==> src/rtl/dkh_pkg.sv <==
`timescale 1ns / 1ps
// ----------------------------------------------------------------------------
// dkh_pkg
// Shared types and constants of the k-mer histogram unit.
// ----------------------------------------------------------------------------
package dkh_pkg;

	localparam logic [7:0] CHAR_A = 8'h41;
	localparam logic [7:0] CHAR_C = 8'h43;
	localparam logic [7:0] CHAR_G = 8'h47;
	localparam logic [7:0] CHAR_T = 8'h54;

	localparam logic MODE_BASE  = 1'b0;
	localparam logic MODE_QUERY = 1'b1;

	localparam logic KIND_VERDICT = 1'b0;
	localparam logic KIND_COUNT   = 1'b1;

	// back part states
	typedef enum logic [2:0] {
		BK_CLEAR,
		BK_IDLE,
		BK_QRD,
		BK_WREAD,
		BK_WUPD,
		BK_OUT
	} bk_state_t;

	// decoded base: valid flag and 2-bit code
	typedef struct packed {
		logic       ok;
		logic [1:0] code;
	} base_dec_t;

	function automatic base_dec_t decode_base(input logic [7:0] ch);
		base_dec_t d;
		d.ok = 1'b1;
		d.code = 2'd0;
		unique case (ch)
			CHAR_A: d.code = 2'd0;
			CHAR_C: d.code = 2'd1;
			CHAR_G: d.code = 2'd2;
			CHAR_T: d.code = 2'd3;
			default: d.ok = 1'b0;
		endcase
		return d;
	endfunction

endpackage

==> src/rtl/dkh_front.sv <==
`timescale 1ns / 1ps
// ----------------------------------------------------------------------------
// dkh_front
// Accepts items, buffers read bases and issues commands to the back part.
// ----------------------------------------------------------------------------
module dkh_front #(
	parameter int READ_MAX = 1024
) (
	input  logic                        clk,
	input  logic                        arst_n,
	input  logic                        in_valid,
	output logic                        in_ready,
	input  logic                        in_mode,
	input  logic [7:0]                  in_char,
	input  logic                        in_last,
	input  logic [15:0]                 in_qidx,
	// buffer write port
	output logic                        buf_we,
	output logic [$clog2(READ_MAX)-1:0] buf_waddr,
	output logic [1:0]                  buf_wdata,
	// high while the back part reads the buffer
	input  logic                        walk_busy,
	// command out: query or end of read
	output logic                        cmd_valid,
	input  logic                        cmd_ready,
	output logic                        cmd_query,
	output logic                        cmd_used,
	output logic [$clog2(READ_MAX):0]   cmd_len,
	output logic [15:0]                 cmd_qidx
);
	import dkh_pkg::*;
	localparam int LW = $clog2(READ_MAX) + 1;

	logic [LW-1:0] len_q;
	logic          rvalid_q;
	logic          busy_q;
	base_dec_t     dec;
	logic          acc, full;

	assign dec = decode_base(in_char);
	assign full = (len_q == LW'(READ_MAX));
	// a finished read owns the buffer until the back part walks it
	assign in_ready = !busy_q && !walk_busy;
	assign acc = in_valid && in_ready;
	assign buf_we = acc && in_mode == MODE_BASE && !full && dec.ok;
	assign buf_waddr = len_q[LW-2:0];
	assign buf_wdata = dec.code;

	always_ff @(posedge clk or negedge arst_n) begin
		if (!arst_n) begin
			len_q <= '0;
			rvalid_q <= 1'b1;
			busy_q <= 1'b0;
			cmd_valid <= 1'b0;
		end else begin
			if (cmd_valid && cmd_ready) begin
				cmd_valid <= 1'b0;
				busy_q <= 1'b0;
			end
			if (acc) begin
				if (in_mode == MODE_QUERY) begin
					cmd_valid <= 1'b1;
					busy_q <= 1'b1;
					cmd_query <= 1'b1;
					cmd_qidx <= in_qidx;
				end else begin
					logic [LW-1:0] nl;
					logic          nv;
					nl = full ? len_q : len_q + 1'b1;
					nv = rvalid_q && !full && dec.ok;
					if (in_last) begin
						cmd_valid <= 1'b1;
						busy_q <= 1'b1;
						cmd_query <= 1'b0;
						cmd_used <= nv;
						cmd_len <= nl;
						len_q <= '0;
						rvalid_q <= 1'b1;
					end else begin
						len_q <= nl;
						rvalid_q <= nv;
					end
				end
			end
		end
	end
endmodule

==> config.mk <==
export PLATFORM = sky130hd
export DESIGN_NAME = dkh_front
export DESIGN_NICKNAME = d
export VERILOG_FILES = /design/src/rtl/dkh_pkg.sv /design/src/rtl/dkh_front.sv
export SDC_FILE = /design/constraint.sdc
export NUM_CORES = 1
export LEC_CHECK = 0
export BUFFER_PORTS_ARGS = -buffer_cell sky130_fd_sc_hd__buf_2
export CAP_MARGIN = 20
export CORE_ASPECT_RATIO = 2
export CORE_MARGIN = 2
export CORE_UTILIZATION = 44
export CTS_CLUSTER_DIAMETER = 50
export DETAILED_ROUTE_END_ITERATION = 8
export PLACE_DENSITY = 0.82
export SYNTH_ARGS = -nofsm -noshare
export SYNTH_HDL_FRONTEND = slang
export SYNTH_SLANG_ARGS = --single-unit
export TNS_END_PERCENT = 5
==> constraint.sdc <==
create_clock -name clk -period 1.8 [get_ports clk]
set_input_delay 0.09 -clock clk [delete_from_list [all_inputs] [get_ports clk]]
set_output_delay 0.09 -clock clk [all_outputs]
set_load 0.005 [all_outputs]
==> flow_metrics.env <==
export IMPL_outcome="finished, violations left"
export IMPL_violations="setup timing"
export IMPL_skew_ns=0.001927
export IMPL_drc_errors=0
export IMPL_worst_ep_arrival_time_ns=1.72
export IMPL_dieWidth_um=51.31
export IMPL_slowest_stage="dfrtp_1"
export IMPL_grt_pass1_wl_um=7445
export IMPL_reg2reg_depth=5
export IMPL_powerDensity_nw_per_um2=868.1
export IMPL_synth_avg_cell_area_um2=12.79
export IMPL_crit_end="buf_we"
export IMPL_fin_nets=288
export IMPL_rrSetupSlack_ns=0.09
export IMPL_wl_per_cell_um=15.75
export IMPL_drv_cap=0
export IMPL_critical_path_class="reg2out"
export IMPL_ant_nets=0
export IMPL_grt_max_degree=17
export IMPL_rsz0062_at_grt="yes"
export IMPL_p_leak_nw=1.217
export IMPL_finalHoldViolCount=0
export IMPL_slew_violations=0
export IMPL_portBuffers=74
export IMPL_grt_antenna_before_repair=0
export IMPL_clock_sinks=43
export IMPL_via_count=1644
export IMPL_dp_hpwl_um=3484
export IMPL_worst_pin_slew_ns=0.3352
export IMPL_die_area_um2=5059
export IMPL_h_tree_depth=2
export IMPL_cts_root_buf="clkbuf_8"
export IMPL_post_synth_top_count_cell="edfxtp_1"
export IMPL_drt_total_wl_um=4882
export IMPL_fillers=368
export IMPL_synth_seq_cells=43
export IMPL_fin_crit_sh_pct=100.3
export IMPL_syn_nets=187
export IMPL_die_h_um=98.61
export IMPL_end_kind="primary output"
export IMPL_vias_per_cell=5.303
export IMPL_drive_gt1_share_pct=44.14
export IMPL_num_antenna_cells=0
export IMPL_start_kind="flip-flop"
export IMPL_synth_common_cells="edfxtp_1, dfrtp_1, buf_4, nand2_1, o21ai_0"
export IMPL_synth_ff_type="edfxtp_1"
export IMPL_syn_inst=154
export IMPL_synthArstFlopShare_pct=32.56
export IMPL_num_rows=34
export IMPL_peakVddDrop_uv=529.2
export IMPL_ioPinCount=75
export IMPL_core_area_um2=4339
export IMPL_start_util_pct=45.39
export IMPL_synth_top_area_share_pct=44.22
export IMPL_multi_input_area_um2=663.1
export IMPL_drtPass1Iterations=4
export IMPL_r2r_start="len_q[5]"
export IMPL_critPathMaxStageDelay_ns=0.37
export IMPL_min_path_type="in2reg"
export IMPL_worstPathRequired_ns=1.71
export IMPL_setup_viol=1
export IMPL_path_cells="inv_2 > ha_4 > nor4b_4 > and4b_2 > nor4b_4 > buf_2"
export IMPL_placed_area_um2=2401
export IMPL_fin_ws_ns=-0.005143
export IMPL_synth_warnings=0
export IMPL_clk_pin_slew_ns=0.08
export IMPL_synth_edf_count=29
export IMPL_place_ws_ns=0.04788
export IMPL_grt_overflow=0
export IMPL_clk_insertion_delay_late_ns=0.29
export IMPL_first_global_vias=1655
export IMPL_fin_util_pct=63.41
export IMPL_stdcell_area_um2=2751
export IMPL_crit_path_start="len_q[1]"
export IMPL_clk_path_buf_depth=2
export IMPL_drtIter0Drc=32
export IMPL_numCtsBuffers=5
export IMPL_worst_path_max_fanout=2
export IMPL_place_gp_congestion=0.8185
export IMPL_period_minus_slack_ns=1.805
export IMPL_power_w=0.002389
export IMPL_grt_usage_pct=19.55
export IMPL_crit_top_cell="nor4b_4"
export IMPL_yosysUniqueCellTypes=43
export IMPL_synth_area_leaders="edfxtp_1, dfrtp_1, buf_4"
export IMPL_cts_tree="done"
export IMPL_yosysSeqAreaShare_pct=62.07
export IMPL_synth_largest_area_cell="edfxtp_1"
export IMPL_setup_tns_ns=-0.005143
export IMPL_relSlewSlack_pct=77.41
export IMPL_netlist_area_um2=1969
export IMPL_seq_area_um2=1222
export IMPL_syn2layout_area_growth_pct=39.71
export IMPL_regToRegEndpoint="cmd_len[2]"
export IMPL_fmax_mhz=554.0
registers in the layout, indices dropped and copies added, names as in the netlist:
signal     count
busy_q         1
cmd_len       11
cmd_qidx      16
cmd_query      1
cmd_used       1
cmd_valid      1
len_q         11
rvalid_q       1
power by group:
part | internal [W] | switching, W | leakage (nW)
Clock | 0.000271 | 0.000317 | 0.0412
Sequential | 0.00115 | 0.0000582 | 0.452
Combinational | 0.000313 | 0.000280 | 0.724
Total | 0.00173 | 0.000654 | 1.22
layout by cell type (no fill, tap or decap), types with 3 or more instances in the layout:
cell            n
xnor2_1         7
clkbuf_8        5
dfrtp_1        13
buf_4          20
nor2_1          8
o31ai_1         3
nand3b_1        3
and3_1          3
inv_1           4
nand2_1        11
dlygate4sd3_1  17
nor3_1          3
o21ai_0         9
nor4b_4         3
edfxtp_1       29
a22o_1          3
buf_2          74
critical path, delay by kind of cell (launching register included):
kind / cells / cell delay, ns
AND/OR/NAND/NOR: 3 / 0.68
adder cells (fa/ha/maj): 1 / 0.15
flip-flops: 1 / 0.37
buffers and inverters: 2 / 0.21
worst min-delay path by stage:
stage                     cells past startpoint      start  slack (ns)         to
final                                         2  cmd_ready        0.02  cmd_valid
after global routing                          2  cmd_ready        0.02  cmd_valid
after CTS                                     2  cmd_ready        0.01  cmd_valid
after detailed placement                      1     arst_n       -0.08   len_q[0]
after global placement                        1     arst_n       -0.09   len_q[0]
after floorplan                               0     arst_n       -0.21     busy_q
stage by stage:
stage | cells | hold WS [ns]
3_3_place_gp | 280 | -0.08574
4_1_cts | 308 | 0.01500
2_1_floorplan | 154 | -0.2056
6_report | 310 | 0.01615
5_1_grt | 310 | 0.02427
3_5_place_dp | 280 | -0.07750
layer usage:
layer  routed length [µm]  global-route usage (%)  vias up
li1                     -                       -      761
met1                 1643                   18.53      786
met2                 2728                   35.86       76
met3                  284                   3.333       21
met4                  226                   13.77        0
met5                    0                       0        -
kinds of logic after synthesis:
kind of cell | synth area share [%]
simple gates | 15.95
flops | 62.07
compound gates | 9.531
buf+inv | 7.179
xor+xnor | 4.003
fa+ha+maj | 1.270
cell type report:
class / instances / area share [%]
tap: 54 / 2.456
timing repair buffer: 111 / 25.10
multi-input combinational: 88 / 24.10
sequential: 43 / 44.43
clock inverter: 2 / 0.4548
inverter: 6 / 0.8186
clock buffer: 6 / 2.638
timing repair:
action	in CTS	in global routing
hold buffers	17	0
setup endpoints to repair	1	3
pin swaps	2	3
setup buffers	3	2
endpoints found under the hold margin	30	0
gates resized for setup	4	8
Note: power is estimated with default switching activity, not from simulation.
