==> config.mk <==
export PLATFORM = sky130hd
export DESIGN_NAME = dkh_ram
export DESIGN_NICKNAME = d
export VERILOG_FILES = /design/src/rtl/dkh_ram.sv
export SDC_FILE = /design/constraint.sdc
export NUM_CORES = 1
export LEC_CHECK = 0
export ABC_AREA = 1
export BUFFER_PORTS_ARGS = -buffer_cell sky130_fd_sc_hd__buf_2
export CORE_UTILIZATION = 50
export CTS_CLUSTER_DIAMETER = 200
export DETAILED_ROUTE_END_ITERATION = 10
export PLACE_DENSITY = 0.73
export SYNTH_ARGS = -nofsm -noshare
export SYNTH_HDL_FRONTEND = slang
export SYNTH_SLANG_ARGS = --single-unit
export TNS_END_PERCENT = 20
==> constraint.sdc <==
create_clock -name clk -period 2.12 [get_ports clk]
set_input_delay 0.106 -clock clk [delete_from_list [all_inputs] [get_ports clk]]
set_output_delay 0.106 -clock clk [all_outputs]
set_load 0.01 [all_outputs]
==> src/rtl/dkh_ram.sv <==
`timescale 1ns / 1ps
// ----------------------------------------------------------------------------
// dkh_ram
// Generic single-port-write, single-read RAM with registered read data.
// ----------------------------------------------------------------------------
module dkh_ram #(
	parameter int WIDTH = 8,
	parameter int DEPTH = 16
) (
	input  logic                     clk,
	input  logic                     we,
	input  logic [$clog2(DEPTH)-1:0] waddr,
	input  logic [WIDTH-1:0]         wdata,
	input  logic [$clog2(DEPTH)-1:0] raddr,
	output logic [WIDTH-1:0]         rdata
);
	logic [WIDTH-1:0] mem_q [DEPTH];

	always_ff @(posedge clk) begin
		if (we) mem_q[waddr] <= wdata;
		rdata <= mem_q[raddr];
	end
endmodule

==> results of run 1 <==
## flip-flops by register name (all words and copies together) (netlist names)
signal	flops
rdata	8
mem_q	128
## cell type report
class,count,area (um^2),share of cell area [%]
clock buffer,17,425,6.55
clock inverter,15,131,2.02
inverter,102,383,5.90
multi-input combinational,289,1210,18.7
sequential,136,4000,61.7
tap,140,175,2.70
timing repair buffer,28,160,2.47
## path summary, 6_finish.rpt
kind / startpoint / to / slack, ns / depth (start not counted)
setup reg to reg: mem_q[1][3] / rdata[3] / 1.05 / 6
setup / recovery: waddr[2] / mem_q[8][1] / 1.03 / 3
hold / removal: raddr[3] / rdata[4] / 0.06 / 3
hold reg to reg: mem_q[12][2] / rdata[2] / 0.66 / 6
## through the flow
step | power [mW] | utilization, % | hold slack (ns) | std cells | worst slack [ns]
6_report | 6.11 | 58.9 | 0.0553 | 727 | 1.03
2_1_floorplan | 3.30 | - | 0.205 | 551 | 1.06
3_5_place_dp | 3.44 | 53.8 | 0.472 | 695 | 0.621
3_3_place_gp | 3.43 | 53.8 | 0.468 | 695 | 0.659
4_1_cts | 6.13 | 58.9 | 0.0420 | 727 | 1.05
5_1_grt | 6.28 | 58.9 | 0.0677 | 727 | 0.921
## kinds of logic (layout without fill, tap and decap cells)
logic type / after synthesis / count (layout) / synth area share (%)
flip-flops: 136 / 136 / 69.4
AND/OR/NAND/NOR: 289 / 289 / 21.0
buffers and inverters: 126 / 162 / 9.52
## where the power goes
group	internal, mW	switching (mW)	total (mW)
Combinational	0.0982	0.259	0.357
Clock	1.61	1.12	2.72
Sequential	3.01	0.0203	3.03
Total	4.71	1.39	6.11
## placed cells by master, fill, tap and decap left out, types with 3 or more instances in the layout
cell	netlist	layout
buf_2	13	25
clkbuf_16	0	17
clkinv_4	0	3
clkinvlp_4	0	7
dfxtp_1	8	8
edfxtp_1	128	128
inv_1	100	100
nand2_1	173	173
nand3_1	97	97
nor2_1	17	17
## routing by layer
metal / wire length [um] / track usage, % / vias to the layer above
met4: 318 / 10.0 / 0
met1: 5030 / 28.8 / 1803
met2: 6230 / 38.0 / 155
met5: 0 / 0 / -
met3: 813 / 5.10 / 24
li1: - / - / 1823
## worst max-delay path: stages
cell      delay (ns)
buf_2           0.12
nand3b_1        0.26
nor2_1          0.64
==> results.ini, run 1 <==
[run_status]
status=completed

[sta]
min_period_ns=1.09
fin_worst_skew_ns=0.00578
setup_violations=0
hold_violations=0
finalMaxSlewViolations=0
worst_pin_slew_ns=0.818
fmax_mhz=915
fin_setup_tns_ns=0
period_share_pct=51.5
rsz0062_at_grt=false
relSlewSlack_pct=45.2

[logic_synthesis]
synth_top_cell_by_area=edfxtp_1
synthCells=551
yosysSeqAreaShare_pct=69.4
synth_top_area_share_pct=66.7
synthDistinctLibCells=12
avgSynthCellArea_um2=10.5
ys_ff_latch=136
synth_area_um2=5770
synth.most_common_cell=nand2_1
synth-async-reset-ratio_pct=0
ys_warn_count=0
synth_common_cells=173 x nand2_1, 128 x edfxtp_1, 100 x inv_1, 97 x nand3_1, 17 x nor2_1
synthFlopType=edfxtp_1
syn-num-nets=569
synth_edf_count=128
synth.area.top_cells=edfxtp_1 67%, nand2_1 11%, nand3_1 8.4%, inv_1 6.5%, dfxtp_1 2.8%

[clocking]
cts_buffers=17
cts.clk_slew.worst_paths_ns=0.06
cts_tree=yes
htreeDepth=4
clk_latency_ns=0.41
hold_buffers=0
cts-resized-gates=0
cts_buffer_depth=2
cts.sinks=136
postCtsSetupBuffers=0
cts_root_buf=clkbuf_16

[flow_run]
maxCapViolCount=0

[hold_path]
worst_hold_path_type=in2reg

[drt]
wl_um=12400
num_vias=3805
viasPerCell=5.23
avgRoutedWirePerCell_um=17.0
drtIter0Drc=261
dr.pass1.iters=5
route.detailed.drc=0
drtAntennaViolNets=0

[setup_path]
endpoint_kind=register
critical_path_class=in2reg
startpoint_type=input pin
crit_path_max_fanout=8
critPathRequiredTime_ns=2.16
worstPathArrival_ns=1.13

[cells_and_area]
final_nets=592
layout-drive-gt1-share_pct=10.4
insertedDiodeCount=0
area_delta_synth_final_pct=12.6
num-fill-cells=866
finalInstanceArea_um2=6490

[power]
vdd_drop_max_uv=684
p_per_area_nw_per_um2=941
power.leakage_nw=2.78

[global_routing]
globalRouteTotalUtil_pct=22.8
grt_max_degree=65
grt_first_pass_wirelength_um=19300
overflow=0
grt_pass1_vias=3753
antenna_found_initial=0

[floorplan]
coreArea_um2=11000
dieArea_um2=12000
start_util_pct=52.3
die_x_um=109
ioPinCount=26
rows=38
die_h_um=109

[placement]
hpwl_um=7680
place_area_um2=5940
place.gp.congestion=0.856
numPortBuffers=25

Power figures use the tool's default switching activity.
==> inputs of run 2 (changes only) <==
Settings changed: PLACE_DENSITY 0.73 to 0.76.
Clock period 2.12 ns to 1 ns, I/O delays scaled along.
==> run 2 against run 1 <==
Effect of this change: critical path type is now reg2reg; utilization up 3.8 points; die area did not move; combinational power grew to 2.5 times the previous value; sequential power grew 110%; largest cell class unchanged; clock-buffer cell count increased by 1; first-iteration DRC count rose by 38%; the flow now finishes with violations (negative setup slack).
==> results.ini, run 2 (synthesis gave the netlist of run 1 again) <==
[drt]
num_vias=3949  ; +3.8%
viasPerCell=5.25  ; +0.33%
route.detailed.drc=0  ; unchanged
dr.pass1.iters=5  ; unchanged
drtIter0Drc=360  ; +38%
avgRoutedWirePerCell_um=17.3  ; +1.7%
drtAntennaViolNets=0  ; unchanged
wl_um=13000  ; +5.2%

[cells_and_area]
insertedDiodeCount=0  ; unchanged
final_nets=617  ; +4.2%
most-common-layout-cells=171 x nand2_1, 128 x edfxtp_1, 99 x inv_1
top_register=mem_q
layout-drive-gt1-share_pct=18.6  ; +8.2 points
area_delta_synth_final_pct=19.8
reg_top3=mem_q: 128 flops, rdata: 8 flops
layout_commonest_cell=nand2_1
largest_reg_flops=128  ; unchanged
finalInstanceArea_um2=6910  ; +6.4%

[hold_path]
worst_hold_path_type=in2reg
min_from=wdata[2]

[power]
power.leakage_nw=3.01  ; +8.2%
vdd_drop_max_uv=1070  ; +56%
p_per_area_nw_per_um2=1930  ; +110%

[sta]
hold_violations=0  ; unchanged
fmax_mhz=991
min_period_ns=1.01
timing.hold.ws_ns=0.0514  ; -0.00385 ns
fin_worst_skew_ns=0.00650  ; +0.000721 ns
worst_pin_slew_ns=0.432  ; -0.387 ns
period_share_pct=101
finalMaxSlewViolations=0  ; unchanged
fin_ws_ns=-0.00939  ; -1.04 ns
relSlewSlack_pct=71.2  ; +26 points
setup_violations=2  ; +2
rsz0062_at_grt=true

[global_routing]
antenna_found_initial=0  ; unchanged
globalRouteTotalUtil_pct=23.7  ; +0.90 points
grt_max_degree=33  ; -49%
overflow=0  ; unchanged
grt_pass1_vias=3870  ; +3.1%
grt_first_pass_wirelength_um=20100  ; +4.2%

[clocking]
cts_tree=yes
postCtsSetupBuffers=0  ; unchanged
cts.sinks=136  ; unchanged
cts_root_buf=clkbuf_16
cts_buffer_depth=2  ; unchanged
htreeDepth=4  ; unchanged
cts_buffers=17  ; unchanged
clk_latency_ns=0.41  ; about the same
cts.clk_slew.worst_paths_ns=0.06  ; about the same
hold_buffers=0  ; unchanged

[placement]
place_area_um2=6190  ; +4.2%
place.gp.congestion=0.879  ; +2.7%
hpwl_um=7640  ; -0.55%
numPortBuffers=25  ; unchanged

[floorplan]
dieArea_um2=12000  ; unchanged
die_x_um=109  ; unchanged
start_util_pct=52.3  ; unchanged
rows=38  ; unchanged
die_h_um=109  ; unchanged
coreArea_um2=11000  ; unchanged
ioPinCount=26  ; unchanged

[setup_path]
cpMostUsedCell=nand3_2
endpoint_kind=register
critPathRequiredTime_ns=1.29  ; -0.87 ns
startpoint_type=register
crit_path_max_fanout=1  ; -7
worstPathArrival_ns=1.30  ; +0.17 ns
slowest_stage=edfxtp_1
critical_path_class=reg2reg
path_cells=inv_1 -> nand2_1 -> nand3_1 -> nand3_2 -> nand3_2 -> nand2_2
cp-startpoint=mem_q[1][0]
critical-path-max-stage-delay_ns=0.39  ; -0.25 ns
r2r-start=mem_q[1][0]

[run_status]
violations=negative setup slack
status=finished with violations

[flow_run]
maxCapViolCount=0  ; unchanged

run 2: cell types whose count changed in the layout (fill, tap and decap cells not counted), moves of 4 or more:
cell        delta
nand3_1       -27
nand3_2       +27
buf_4         +20
clkinvlp_4     -4
buf_12         +5
run 2: stage by stage:
stage | power [mW] | worst slack, ns | std cells | TNS, ns | util (%)
after floorplan | 6.99 | -0.000845 | 551 | -0.0540 | -
after global placement | 7.33 | -0.119 | 720 | -1.43 | 56.1
after detailed placement | 7.35 | -0.143 | 720 | -3.58 | 56.1
after CTS | 13.4 | -0.00211 | 752 | -0.00211 | 61.6
after global routing | 13.7 | -0.0586 | 752 | -0.260 | 62.6
final | 13.4 | -0.00939 | 752 | -0.0114 | 62.6
run 2: critical path, delay by kind of cell, from the launching register on:
family | cells | cell delay, ns
buffers and inverters | 1 | 0.07
DFF | 1 | 0.39
and+or+nand+nor | 5 | 0.43
run 2: final cells by class:
class	count	area, um^2
tap	140	175
timing repair buffer	53	410
clock buffer	18	429
multi-input combinational	289	1350
fill	809	4120
clock inverter	14	151
sequential	136	4000
inverter	102	383
run 2: path summary, 6_finish.rpt:
check | endpoint | slack [ns] | cells after the start
max | rdata[0] | -0.009 | 6
min | mem_q[1][2] | 0.05 | 1
max reg2reg | rdata[0] | -0.009 | 6
min reg2reg | rdata[6] | 0.67 | 6
run 2: repair_timing:
action | CTS | global route
cloned | 0 | 0
pin swaps | 1 | 14
resized for setup | 6 | 24
endpoints found under the setup margin | 4 | 8
run 2: per-layer routing:
metal	share of wire [%]	global-route usage, %
met1	39	29.6
met5	0	0
met4	3.5	9.33
met2	50	39.9
met3	7.5	5.69
run 2: power by group:
| part | internal [mW] | switching (mW) |
|---|---|---|
| Sequential | 6.37 | 0.0359 |
| Clock | 3.68 | 2.36 |
| Combinational | 0.291 | 0.610 |
| Total | 10.3 | 3.01 |
